**config.mk**
```make
export PLATFORM = sky130hd
export DESIGN_NAME = double_coil_pulse_driver_core_flat
export DESIGN_NICKNAME = d
export VERILOG_FILES = /design/src/hw/rtl/dcpd_pkg.sv /design/src/hw/rtl/dcpd_if.sv /design/src/hw/rtl/dcpd_step.sv /design/src/hw/rtl/double_coil_pulse_driver_core.sv /design/src/flat_wrapper.sv
export SDC_FILE = /design/constraint.sdc
export NUM_CORES = 1
export LEC_CHECK = 0
export ABC_AREA = 1
export BUFFER_PORTS_ARGS = -buffer_cell sky130_fd_sc_hd__buf_2
export CORE_MARGIN = 5
export CORE_UTILIZATION = 56
export CTS_CLUSTER_DIAMETER = 150
export DETAILED_ROUTE_END_ITERATION = 10
export MAX_ROUTING_LAYER = met4
export PLACE_DENSITY = 0.87
export SLEW_MARGIN = 10
export SYNTH_ARGS = -nofsm -noshare
export SYNTH_HDL_FRONTEND = slang
export SYNTH_SLANG_ARGS = --single-unit
```
**constraint.sdc**
```tcl
create_clock -name clk_i -period 3 [get_ports clk_i]
set_input_delay 0.3 -clock clk_i [delete_from_list [all_inputs] [get_ports clk_i]]
set_output_delay 0.3 -clock clk_i [all_outputs]
set_load 0.005 [all_outputs]
```
**src/hw/rtl/dcpd_pkg.sv**
```systemverilog
// ----------------------------------------------------------------------------
// dcpd_pkg
// Types, constants and register codes of the double coil pulse driver.
// ----------------------------------------------------------------------------
`default_nettype none

package dcpd_pkg;

  localparam int unsigned TicksPerUnit = 10;
  localparam int unsigned TimeW        = 8;
  localparam int unsigned TimeMax      = (1 << TimeW) - 1;
  localparam int unsigned TimerW       = $clog2(TimeMax * TicksPerUnit + 1);
  localparam int unsigned CfgIdxW      = 3;
  localparam int unsigned CfgDataW     = TimeW;

  typedef enum logic [CfgIdxW-1:0] {
    CfgStaticMode   = 3'd0,
    CfgInvert       = 3'd1,
    CfgSkipCheck    = 3'd2,
    CfgAutoOffOnly  = 3'd3,
    CfgPulseTime    = 3'd4,
    CfgPauseTime    = 3'd5
  } cfg_idx_e;

  typedef struct packed {
    logic             static_mode;
    logic             invert_outputs;
    logic             skip_position_check;
    logic             auto_off_only;
    logic [TimeW-1:0] pulse_time;
    logic [TimeW-1:0] pause_time;
  } cfg_t;

  typedef struct packed {
    logic              pulse_active;
    logic              target_coil;
    logic              actual_coil;
    logic              target_on;
    logic              request_pending;
    logic [TimerW-1:0] timer_remaining;
    logic [2:0]        drive_levels;
    logic [1:0]        position_record;
  } state_t;

  typedef struct packed {
    logic       func;
    logic       coil_select;
    logic       coil_on;
  } item_t;

  typedef struct packed {
    logic       coil_one_drive;
    logic       coil_two_drive;
    logic       target_indicator;
    logic [1:0] saved_position;
  } res_t;

  localparam state_t StateReset = '{
    pulse_active:    1'b0,
    target_coil:     1'b0,
    actual_coil:     1'b1,
    target_on:       1'b0,
    request_pending: 1'b1,
    timer_remaining: '0,
    drive_levels:    3'b000,
    position_record: 2'b00
  };

endpackage

`default_nettype wire

```
**src/hw/rtl/dcpd_if.sv**
```systemverilog
// ----------------------------------------------------------------------------
// dcpd_cmd_if / dcpd_res_if
// Valid/ready channels for input items and result items.
// ----------------------------------------------------------------------------
`default_nettype none

interface dcpd_cmd_if;
  logic valid;
  logic ready;
  logic func;
  logic coil_select;
  logic coil_on;

  modport source (output valid, output func, output coil_select, output coil_on,
                  input ready);
  modport sink   (input valid, input func, input coil_select, input coil_on,
                  output ready);
endinterface

interface dcpd_res_if;
  logic       valid;
  logic       ready;
  logic       coil_one_drive;
  logic       coil_two_drive;
  logic       target_indicator;
  logic [1:0] saved_position;

  modport source (output valid, output coil_one_drive, output coil_two_drive,
                  output target_indicator, output saved_position, input ready);
  modport sink   (input valid, input coil_one_drive, input coil_two_drive,
                  input target_indicator, input saved_position, output ready);
endinterface

`default_nettype wire

```
**src/hw/rtl/dcpd_step.sv**
```systemverilog
// ----------------------------------------------------------------------------
// dcpd_step
// Next state of the driver for one command or one tick.
// ----------------------------------------------------------------------------
`default_nettype none

module dcpd_step import dcpd_pkg::*; (
  input  cfg_t   cfg_i,
  input  state_t st_i,
  input  item_t  item_i,
  output state_t st_o
);

  logic [TimerW-1:0] pulse_ticks;
  logic [TimerW-1:0] pause_ticks;

  assign pulse_ticks = TimerW'(cfg_i.pulse_time) * TimerW'(TicksPerUnit);
  assign pause_ticks = TimerW'(cfg_i.pause_time) * TimerW'(TicksPerUnit);

  always_comb begin
    logic lvl;
    st_o = st_i;
    lvl  = item_i.coil_on ^ cfg_i.invert_outputs;
    if (!item_i.func) begin
      st_o.target_coil     = item_i.coil_select;
      st_o.target_on       = item_i.coil_on;
      st_o.request_pending = 1'b1;
      if (cfg_i.static_mode) begin
        if (item_i.coil_select) begin
          st_o.drive_levels[1] = lvl;
        end else begin
          st_o.drive_levels[0] = lvl;
        end
        st_o.position_record = st_o.drive_levels[1:0]
                               ^ {2{cfg_i.invert_outputs}};
      end
      st_o.drive_levels[2] = item_i.coil_select ^ cfg_i.invert_outputs;
    end else if (!cfg_i.static_mode) begin
      if (st_o.timer_remaining != '0) begin
        st_o.timer_remaining = st_o.timer_remaining - TimerW'(1);
      end
      if (!st_o.pulse_active && st_o.timer_remaining == '0 && st_o.request_pending) begin
        if ((st_o.actual_coil != st_o.target_coil || cfg_i.skip_position_check)
            && st_o.target_on) begin
          st_o.drive_levels[1:0] = st_o.target_coil ? 2'b10 : 2'b01;
          st_o.pulse_active      = 1'b1;
          if (cfg_i.pulse_time != '0) begin
            st_o.timer_remaining = pulse_ticks;
          end
          st_o.actual_coil     = st_o.target_coil;
          st_o.position_record = {1'b0, st_o.target_coil};
        end
        st_o.request_pending = 1'b0;
      end
      if (st_o.pulse_active) begin
        if (!cfg_i.auto_off_only && st_o.request_pending && !st_o.target_on) begin
          st_o.pulse_active    = 1'b0;
          st_o.timer_remaining = '0;
          st_o.request_pending = 1'b0;
        end
        if (cfg_i.pulse_time != '0 && st_o.timer_remaining == '0) begin
          st_o.pulse_active = 1'b0;
        end
        if (!st_o.pulse_active) begin
          st_o.drive_levels[1:0] = 2'b00;
          if (cfg_i.pause_time != '0) begin
            st_o.timer_remaining = pause_ticks;
          end
        end
      end
    end
  end

endmodule

`default_nettype wire

```
**src/hw/rtl/double_coil_pulse_driver_core.sv**
```systemverilog
// ----------------------------------------------------------------------------
// double_coil_pulse_driver_core
// Two-coil point motor driver: commands and millisecond ticks in, one result
// transaction with the output levels and the saved position per item out.
//
//   channel  dir  fields
//   cmd_i    in   func, coil_select, coil_on
//   res_o    out  coil_one_drive, coil_two_drive, target_indicator,
//                 saved_position
//   cfg      in   cfg_we_i, cfg_index_i, cfg_data_i (write only)
//
// one item per cycle while cmd_i.ready is high; each result is registered on acceptance
// the state update is a single combinational pass from the state registers
// a two-entry output stage (result register plus skid) keeps input flowing
// while a result waits; cmd_i.ready drops only when both entries are full
// rst_ni clears configuration, sequencer state and the output stage
// ----------------------------------------------------------------------------
`default_nettype none

module double_coil_pulse_driver_core import dcpd_pkg::*; (
  input  wire                 clk_i,
  input  wire                 rst_ni,
  input  wire                 cfg_we_i,
  input  wire [CfgIdxW-1:0]   cfg_index_i,
  input  wire [CfgDataW-1:0]  cfg_data_i,
  dcpd_cmd_if.sink            cmd_i,
  dcpd_res_if.source          res_o
);

  cfg_t   cfg_q;
  state_t st_q, st_d;
  item_t  item;
  res_t   res_d, out_q, skid_q;
  logic   out_valid_q, skid_valid_q;
  logic   accept, take;

  assign item   = '{func: cmd_i.func, coil_select: cmd_i.coil_select,
                    coil_on: cmd_i.coil_on};
  assign cmd_i.ready = !skid_valid_q;
  assign accept = cmd_i.valid && cmd_i.ready;
  assign take   = out_valid_q && res_o.ready;

  always_ff @(posedge clk_i or negedge rst_ni) begin
    if (!rst_ni) begin
      cfg_q <= '0;
    end else if (cfg_we_i) begin
      case (cfg_idx_e'(cfg_index_i))
        CfgStaticMode:  cfg_q.static_mode         <= cfg_data_i[0];
        CfgInvert:      cfg_q.invert_outputs      <= cfg_data_i[0];
        CfgSkipCheck:   cfg_q.skip_position_check <= cfg_data_i[0];
        CfgAutoOffOnly: cfg_q.auto_off_only       <= cfg_data_i[0];
        CfgPulseTime:   cfg_q.pulse_time          <= cfg_data_i[TimeW-1:0];
        CfgPauseTime:   cfg_q.pause_time          <= cfg_data_i[TimeW-1:0];
        default: ;
      endcase
    end
  end

  dcpd_step u_step (
    .cfg_i  (cfg_q),
    .st_i   (st_q),
    .item_i (item),
    .st_o   (st_d)
  );

  assign res_d = '{coil_one_drive:   st_d.drive_levels[0],
                   coil_two_drive:   st_d.drive_levels[1],
                   target_indicator: st_d.drive_levels[2],
                   saved_position:   st_d.position_record};

  always_ff @(posedge clk_i or negedge rst_ni) begin
    if (!rst_ni) begin
      st_q <= StateReset;
    end else if (accept) begin
      st_q <= st_d;
    end
  end

  always_ff @(posedge clk_i or negedge rst_ni) begin
    if (!rst_ni) begin
      out_valid_q  <= 1'b0;
      skid_valid_q <= 1'b0;
    end else if (take) begin
      if (skid_valid_q) begin
        skid_valid_q <= 1'b0;
      end else begin
        out_valid_q <= accept;
      end
    end else if (accept) begin
      if (out_valid_q) begin
        skid_valid_q <= 1'b1;
      end else begin
        out_valid_q <= 1'b1;
      end
    end
  end

  always_ff @(posedge clk_i) begin
    if (take) begin
      if (skid_valid_q) begin
        out_q <= skid_q;
      end else if (accept) begin
        out_q <= res_d;
      end
    end else if (accept) begin
      if (out_valid_q) begin
        skid_q <= res_d;
      end else begin
        out_q <= res_d;
      end
    end
  end

  assign res_o.valid            = out_valid_q;
  assign res_o.coil_one_drive   = out_q.coil_one_drive;
  assign res_o.coil_two_drive   = out_q.coil_two_drive;
  assign res_o.target_indicator = out_q.target_indicator;
  assign res_o.saved_position   = out_q.saved_position;

  // skid entry only fills behind a held result
  a_skid_behind_out: assert property (@(posedge clk_i) disable iff (!rst_ni)
    skid_valid_q |-> out_valid_q)
    else $error("skid entry valid without result entry");

  // a stalled, full output stage loses nothing
  a_full_holds: assert property (@(posedge clk_i) disable iff (!rst_ni)
    (skid_valid_q && !res_o.ready) |=> (skid_valid_q && out_valid_q))
    else $error("output stage dropped a transaction");

  // timer never exceeds the longest pulse or pause
  a_timer_bound: assert property (@(posedge clk_i) disable iff (!rst_ni)
    st_q.timer_remaining <= TimerW'(TimeMax * TicksPerUnit))
    else $error("timer out of range");

  // a stalled result stays valid and unchanged
  a_res_stable: assert property (@(posedge clk_i) disable iff (!rst_ni)
    (out_valid_q && !res_o.ready) |=> (out_valid_q && $stable(out_q)))
    else $error("result changed while stalled");

endmodule

`default_nettype wire

```
**src/flat_wrapper.sv**
```systemverilog
// flat-port wrapper written by rule: the top's interface ports become plain ports
module double_coil_pulse_driver_core_flat import dcpd_pkg::*;
  (clk_i, rst_ni, cfg_we_i, cfg_index_i, cfg_data_i, cmd_i_valid, cmd_i_func, cmd_i_coil_select, cmd_i_coil_on, cmd_i_ready, res_o_valid, res_o_coil_one_drive, res_o_coil_two_drive, res_o_target_indicator, res_o_saved_position, res_o_ready);
  dcpd_cmd_if cmd_i_i ();
  dcpd_res_if res_o_i ();
  input  wire clk_i;
  input  wire rst_ni;
  input  wire cfg_we_i;
  input  wire [CfgIdxW-1:0] cfg_index_i;
  input  wire [CfgDataW-1:0] cfg_data_i;
  input wire logic [$bits(cmd_i_i.valid)-1:0] cmd_i_valid;
  input wire logic [$bits(cmd_i_i.func)-1:0] cmd_i_func;
  input wire logic [$bits(cmd_i_i.coil_select)-1:0] cmd_i_coil_select;
  input wire logic [$bits(cmd_i_i.coil_on)-1:0] cmd_i_coil_on;
  output wire logic [$bits(cmd_i_i.ready)-1:0] cmd_i_ready;
  output wire logic [$bits(res_o_i.valid)-1:0] res_o_valid;
  output wire logic [$bits(res_o_i.coil_one_drive)-1:0] res_o_coil_one_drive;
  output wire logic [$bits(res_o_i.coil_two_drive)-1:0] res_o_coil_two_drive;
  output wire logic [$bits(res_o_i.target_indicator)-1:0] res_o_target_indicator;
  output wire logic [$bits(res_o_i.saved_position)-1:0] res_o_saved_position;
  input wire logic [$bits(res_o_i.ready)-1:0] res_o_ready;
  assign cmd_i_i.valid = cmd_i_valid;
  assign cmd_i_i.func = cmd_i_func;
  assign cmd_i_i.coil_select = cmd_i_coil_select;
  assign cmd_i_i.coil_on = cmd_i_coil_on;
  assign cmd_i_ready = cmd_i_i.ready;
  assign res_o_valid = res_o_i.valid;
  assign res_o_coil_one_drive = res_o_i.coil_one_drive;
  assign res_o_coil_two_drive = res_o_i.coil_two_drive;
  assign res_o_target_indicator = res_o_i.target_indicator;
  assign res_o_saved_position = res_o_i.saved_position;
  assign res_o_i.ready = res_o_ready;
  double_coil_pulse_driver_core u_core (.clk_i(clk_i), .rst_ni(rst_ni), .cfg_we_i(cfg_we_i), .cfg_index_i(cfg_index_i), .cfg_data_i(cfg_data_i), .cmd_i(cmd_i_i), .res_o(res_o_i));
endmodule
```
; Word level (Yosys, flattened, before mapping)
; Cells that the tools add are included.
[totals]
output_inout_bits = 7
word_cells = 131
inputBits = 19
register_bits = 54
[classes]
bitwise_logic = 6
mux = 53
eq_ne = 9
n_addsub = 1
reduce_logical = 36
mul = 2
[op_table]
columns = cell, count
row1 = two-way mux 13 bit, 9
row2 = two-way mux 12 bit, 7
row3 = two-way mux 5 bit, 5
row4 = logical NOT 12 bit, 2
row5 = two-way mux 1 bit, 24
row6 = multiplier 8 x 3 -> 11 bit (second input constant), 2
row7 = two-way mux 4 bit, 5
row8 = AND reduction 2 bit, 10
row9 = nonzero test 8 bit, 2
row10 = nonzero test 12 bit, 1
row11 = subtractor 12 x 1 -> 12 bit (second input constant), 1
row12 = AND reduction 3 bit, 3
row13 = logical AND 1 bit, 8
row14 = == test 3 x 2 -> 1 bit (second input constant), 2
row15 = == test 3 bit (second input constant), 2
row16 = two-way mux 2 bit, 3
row17 = != test 2 bit (second input constant), 3
row18 = nonzero test 2 bit, 3
row19 = AND reduction 5 bit, 1
row20 = logical NOT 1 bit, 4
row21 = == test 3 x 1 -> 1 bit (second input constant), 1
row22 = logical NOT 3 bit, 1
row23 = NOT 1 bit, 3
row24 = bitwise XOR 1 bit, 2
row25 = other kinds (3), 3

; Logic depth before layout (Yosys ltp)
[depth]
word_depth = 29
mapped_depth = 23
ltp_nobuf = 23

; By module
; A second synthesis with hierarchy kept.
[unflattened]
hier_cells = 739
area_unflattened_um2 = 4901.0
[modules_own_cells]
columns = module, seq_area_each_um2, area_per_inst_um2, cells_per_inst, n_inst
row1 = dcpd_step, 0.0, 2662.6, 518, 1
row2 = double_coil_pulse_driver_core, 1403.8, 2238.4, 221, 1

; Worst setup path after synthesis
; OpenSTA, ideal clock, no wires.
[synth_path]
path_kind = register to register
from = register u_core.cfg_q[11] in the netlist's numbering
to = register u_core.out_q, in the netlist u_core.res_o.coil_one_drive (data pin)
stages_incl_launch_ff = 24
n_path_buf = 0
arrival_ns = 2.663
t_required_ns = 2.751
period_less_slack_ns = 2.912
setup_ns = 0.249
slack_ns = 0.088
cell_sequence = dfrtp_1 -> ha_1 -> ha_1 -> inv_1 -> fa_1 -> inv_1 -> nand3_1 -> nand2_1 -> xor2_1 -> nand2_1 -> o21ai_0 -> nand2_1 -> nand2_1 -> nand4_1 -> nand3_1 -> nand2_1 -> nor2_1 -> nand3_2 -> nand2_2 -> nand2_1 -> nand2_1 -> nand3_1 -> nand2_1 -> inv_1
[synth_between]
elab_chain_len = 23
elab_cells_between_ends = 26
cone_classes = mul: 1 / mux: 22 / reduce/logical: 3
[synth_rtl]
columns = item, line
row1 = "start, declared", double_coil_pulse_driver_core.sv:30  ; cfg_t cfg_q;
row2 = multiplier 8 x 3 -> 11 bit / nonzero test 8 bit (equally long branches), "dcpd_step.sv:17, dcpd_step.sv:47, dcpd_step.sv:61"
row3 = two-way mux 12 bit, dcpd_step.sv:47  ; if (cfg_i.pulse_time != '0) begin
row4 = two-way mux 12 bit, dcpd_step.sv:43  ; if ((st_o.actual_coil != st_o.target_coil || cfg_i.skip_position_check)
row5 = two-way mux 13 bit, dcpd_step.sv:42  ; if (!st_o.pulse_active && st_o.timer_remaining == '0 && st_o.request_pending) begin
row6 = two-way mux 13 bit, dcpd_step.sv:38  ; end else if (!cfg_i.static_mode) begin
row7 = two-way mux 13 bit, dcpd_step.sv:24  ; if (!item_i.func) begin
row8 = two-way mux 13 bit, dcpd_step.sv:56  ; if (!cfg_i.auto_off_only && st_o.request_pending && !st_o.target_on) begin
row9 = two-way mux 13 bit, dcpd_step.sv:55  ; if (st_o.pulse_active) begin
row10 = [7 not listed], --
row11 = two-way mux 1 bit *, dcpd_step.sv:24
row12 = two-way mux 2 bit *, dcpd_step.sv:64  ; if (!st_o.pulse_active) begin
row13 = two-way mux 2 bit *, dcpd_step.sv:55
row14 = two-way mux 4 bit *, dcpd_step.sv:38
row15 = two-way mux 4 bit *, dcpd_step.sv:24
row16 = two-way mux 5 bit (on tied branches), "double_coil_pulse_driver_core.sv:106, double_coil_pulse_driver_core.sv:102"
row17 = two-way mux 5 bit (on tied branches), "double_coil_pulse_driver_core.sv:105, double_coil_pulse_driver_core.sv:100"
row18 = two-way mux 5 bit *, double_coil_pulse_driver_core.sv:99  ; if (take) begin
row19 = "end signal, assigned", double_coil_pulse_driver_core.sv:101  ; out_q <= skid_q;
row20 = "end signal, assigned", double_coil_pulse_driver_core.sv:103  ; out_q <= res_d;
row21 = "end signal, assigned", double_coil_pulse_driver_core.sv:109  ; out_q <= res_d;
row22 = "end, declared", double_coil_pulse_driver_core.sv:33  ; res_t res_d, out_q, skid_q;
; Mark *: on every way between the ends. The rest lies on a longest branch, timed or not. The select of a mux whose other input is x is not followed.
; A chain may end at the register's enable or synchronous reset.

; Worst setup path in the final report
[layout_path]
from = register u_core.st_q[8] in the netlist's numbering
to = register u_core.st_q[11] in the netlist's numbering
[layout_between]
elab_chain_len = 24
elab_cells_between_ends = 32
cone_classes = add/sub: 1 / mux: 23 / reduce/logical: 8
[layout_rtl]
columns = item, line
row1 = "start, declared", double_coil_pulse_driver_core.sv:31  ; state_t st_q, st_d;
row2 = "start signal, assigned", double_coil_pulse_driver_core.sv:73  ; st_q <= StateReset;
row3 = "start signal, assigned", double_coil_pulse_driver_core.sv:75  ; st_q <= st_d;
row4 = subtractor 12 x 1 -> 12 bit / nonzero test 12 bit (equally long branches), "dcpd_step.sv:40, dcpd_step.sv:39"
row5 = two-way mux 12 bit *, dcpd_step.sv:39  ; if (st_o.timer_remaining != '0) begin
row6 = two-way mux 12 bit *, dcpd_step.sv:38
row7 = two-way mux 12 bit *, dcpd_step.sv:24
row8 = logical NOT 12 bit, dcpd_step.sv:42
row9 = logical AND 1 bit (2 in a row), dcpd_step.sv:42
row10 = two-way mux 13 bit, dcpd_step.sv:42
row11 = two-way mux 13 bit, dcpd_step.sv:38
row12 = [7 not listed], --
row13 = logical NOT 12 bit, dcpd_step.sv:61  ; if (cfg_i.pulse_time != '0 && st_o.timer_remaining == '0) begin
row14 = logical AND 1 bit, dcpd_step.sv:61
row15 = two-way mux 1 bit, dcpd_step.sv:61
row16 = two-way mux 1 bit, dcpd_step.sv:55
row17 = two-way mux 1 bit, dcpd_step.sv:38
row18 = two-way mux 1 bit, dcpd_step.sv:24
row19 = two-way mux 12 bit, dcpd_step.sv:64
row20 = two-way mux 13 bit *, dcpd_step.sv:55
; Marks and branches as above.

==> qor.yml <==
status: "finished, violations left"
failed_checks: "setup timing"
grt_max_degree: 45
synth_top_cell_area_share_pct: 23.7
synth.area.mux_share_pct: 0.226
rows: 32
crit_chain: "nor2_4 > nand2_4 > nor2_8 > nand2_8 > o21ai_4 > inv_1 > nor2_2 > nand2_2 > nor2_4 > clkbuf_16 > nand4_1 > nand3_1 > nand2_1 > nor2_2 > nand3_2 > nand2_4 > buf_6 > nand3_2 > nand3b_1 > nand2_1 > inv_1"
p_per_area_nw_per_um2: 954
portBuffers: 25
pre_cts_ws_ps: -153
power.leakage_nw: 2.99
timing.final.ws_setup_ps: -210
synth.area.top_cells: "dfrtp_1 24%, nand2_1 17%, ha_1 7.1%"
critPathArrivalTime_ps: 3450
synth.cell_area_sq_um: 4430
vias: 5039
grt_pass1_wl_mm: 21.4
fp.dieH_microns: 99.0
synthArstFlopShare_pct: 81.5
via_per_inst: 5.79
critPathLaunchType: "flip-flop"
cts_buffer_depth: 2
ios: 26
synth_compound_area_share_pct: 10.7
cpPeakStageDelay_ps: 470
avgSynthCellArea_sq_um: 6.75
tightest_slew_ps: 1010
post_drt_wl_per_cell_microns: 16.5
hold_path.class: "input pin to asynchronous set/reset pin"
antenna_found_initial: 0
whs_ps: 151
clkSlewWorstSetupHoldPaths_ps: 90
setup_viol: 17
cts_tree: "built"
hpwl_mm: 9.82
postLayoutCoreUtil_pct: 77.4
fin_crit_ps: 3210
wl_met1_mm: 5.73
ys_warn_count: 0
cp_data_required_time_ps: 3240
rsz0062_at_grt: "true"
synth_top_family_by_area: "simple AND/OR/NAND/NOR gates"
grt_use_total_pct: 27.4
rr_worst_depth: 21
total_power_mw: 5.71
core_sq_um: 7730
synth_edf_count: 10
final_area_sq_um: 5980
dr_wl_met3_microns: 929
ys_ff_latch: 54
insertion_delay_ps: 310
end_kind: "flip-flop"
path_class: "flip-flop to flip-flop"
start_util_pct: 57.4
synth-simple-area-share_pct: 38.2
hold_violations: 0
cts.sinks: 54
synth_most_common_cell: "nand2_1"
slew_viol_final: 0
synth_common_cells: "204 x nand2_1, 77 x inv_1, 58 x nand3_1"
r2r-start: "u_core.st_q[8]"
highest_layer: "met4"
reg2reg_setup_slack_ps: -210
drcViolationCount: 0
synth_cells: 657
gp_routability_congestion: 0.968
overflow: 0
cts_made_buffers: 5
area_delta_synth_final_pct: 34.8
reg2reg_to: "u_core.st_q[11]"
crit_slowest_cell: "dfrtp_2"
fin_nets: 814
die_area_sq_um: 9800
synth_nets: 703
synth_fa_ha_area_share_pct: 7.96
antenna_left: 0
die_width_microns: 99.0
grt_pass1_vias: 4568
diodes: 0
relSlewSlack_pct: 32.6
detailed_place.area_sq_um: 5070
synth_flop_cell: "dfrtp_1"
ys_seq_area_share_pct: 31.7
finClkSkew_ps: 12.7
drtPass1Iterations: 6
maxCapViolCount: 0
root_buffer: "clkbuf_8"
routed-wl-met2_mm: 7.30
dr.first_iter.drc_count: 589
h-tree-depth: 2
synth_top_area_cell: "dfrtp_1"
cp_max_fo: 8
synthXorXnorAreaFrac_pct: 2.37
finalCritPeriodShare_pct: 107
fmax_mhz: 312
synth_cell_type_count: 40
drive_above_1_share_pct: 31.3
ir_drop_uv: 449
wirelength_mm: 14.4
[report_power, final]
group	switching, mW	total [mW]	internal [mW]
clock	0.236	0.485	0.249
sequential	0.275	1.30	1.02
combinational	2.23	3.93	1.69
[critical path, delay by kind of cell (launching register included)]
kind	cells	cell delay, ps
compound gates	1	120
buf+inv	4	450
flops	1	470
simple gates	16	2110
[how the worst max path moves through the flow]
stage | from | endpoint | depth (start not counted)
final | u_core.st_q[8] | u_core.st_q[11] | 21
after global routing | u_core.st_q[8] | u_core.st_q[12] | 18
after CTS | u_core.cfg_q[11] | u_core.res_o.coil_two_drive | 23
after detailed placement | u_core.cfg_q[11] | u_core.res_o.coil_two_drive | 23
after global placement | u_core.cfg_q[11] | u_core.res_o.coil_one_drive | 23
after floorplan | u_core.cfg_q[11] | u_core.res_o.coil_one_drive | 23
[cell usage in the layout (no fill, tap or decap), drive strengths merged]
cell type  netlist  final
fa               2      2
o221ai           1      1
mux2i            1      1
nand3           60     61
o211ai           1      1
buf             10    118
clkinv           3      3
or4              2      2
clkinvlp         0      1
and2             2      2
inv             77     77
a21oi           27     27
nand2          212    213
nand4           28     28
ha              25     25
edfxtp          10     10
o21ai           57     57
nor2            59     59
or2              4      4
clkbuf           7      7
dfstp            2      2
xnor2            4      4
nor3             2      2
bufinv           0      1
o22ai            1      1
dfrtp           42     42
xor2             8      8
nand3b           6      6
a21boi           1      1
a31oi            3      3
[cell families (layout without fill, tap and decap cells)]
family          Yosys count  after routing
mux                       1              1
compound gates           91             91
buf+inv                  97            207
simple gates            375            377
xor+xnor                 12             12
fa+ha+maj                27             27
flops                    54             54
[through the flow]
stage               std cells  setup TNS [ps]
CTS                       844           -85.3
detailed placement        825            -497
floorplan                 657               0
global placement          825           -71.6
global route              871           -3860
finish                    871           -1490
[routing by layer]
| metal | global-route usage [%] | vias to the layer above |
|---|---|---|
| li1 | - | 2380 |
| met1 | 35.7 | 2359 |
| met2 | 46.5 | 244 |
| met3 | 3.33 | 56 |
| met4 | 4.83 | 0 |
| met5 | - | - |
[registers in the layout, indices dropped and copies added (netlist names)]
register	count
u_core.st_q	22
u_core.skid_valid_q	1
u_core.res_o.coil_one_drive	1
u_core.skid_q	5
u_core.res_o.valid	1
u_core.res_o.saved_position	2
u_core.res_o.target_indicator	1
u_core.res_o.coil_two_drive	1
u_core.cfg_q	20
[final cells by class]
cell class | count | area [sq um]
multi-input combinational | 508 | 3140
clock inverter | 2 | 37.5
timing repair buffer | 119 | 895
inverter | 80 | 300
fill | 552 | 1750
tap | 102 | 128
sequential | 54 | 1410
clock buffer | 6 | 72.6
[what timing repair did]
action	CTS	global route
endpoints found under the setup margin	17	24
hold buffers	0	0
gates resized for setup	26	94
setup buffers	10	24
gates cloned	1	3
pin swaps	15	57
(Power assumes the default switching activity.)
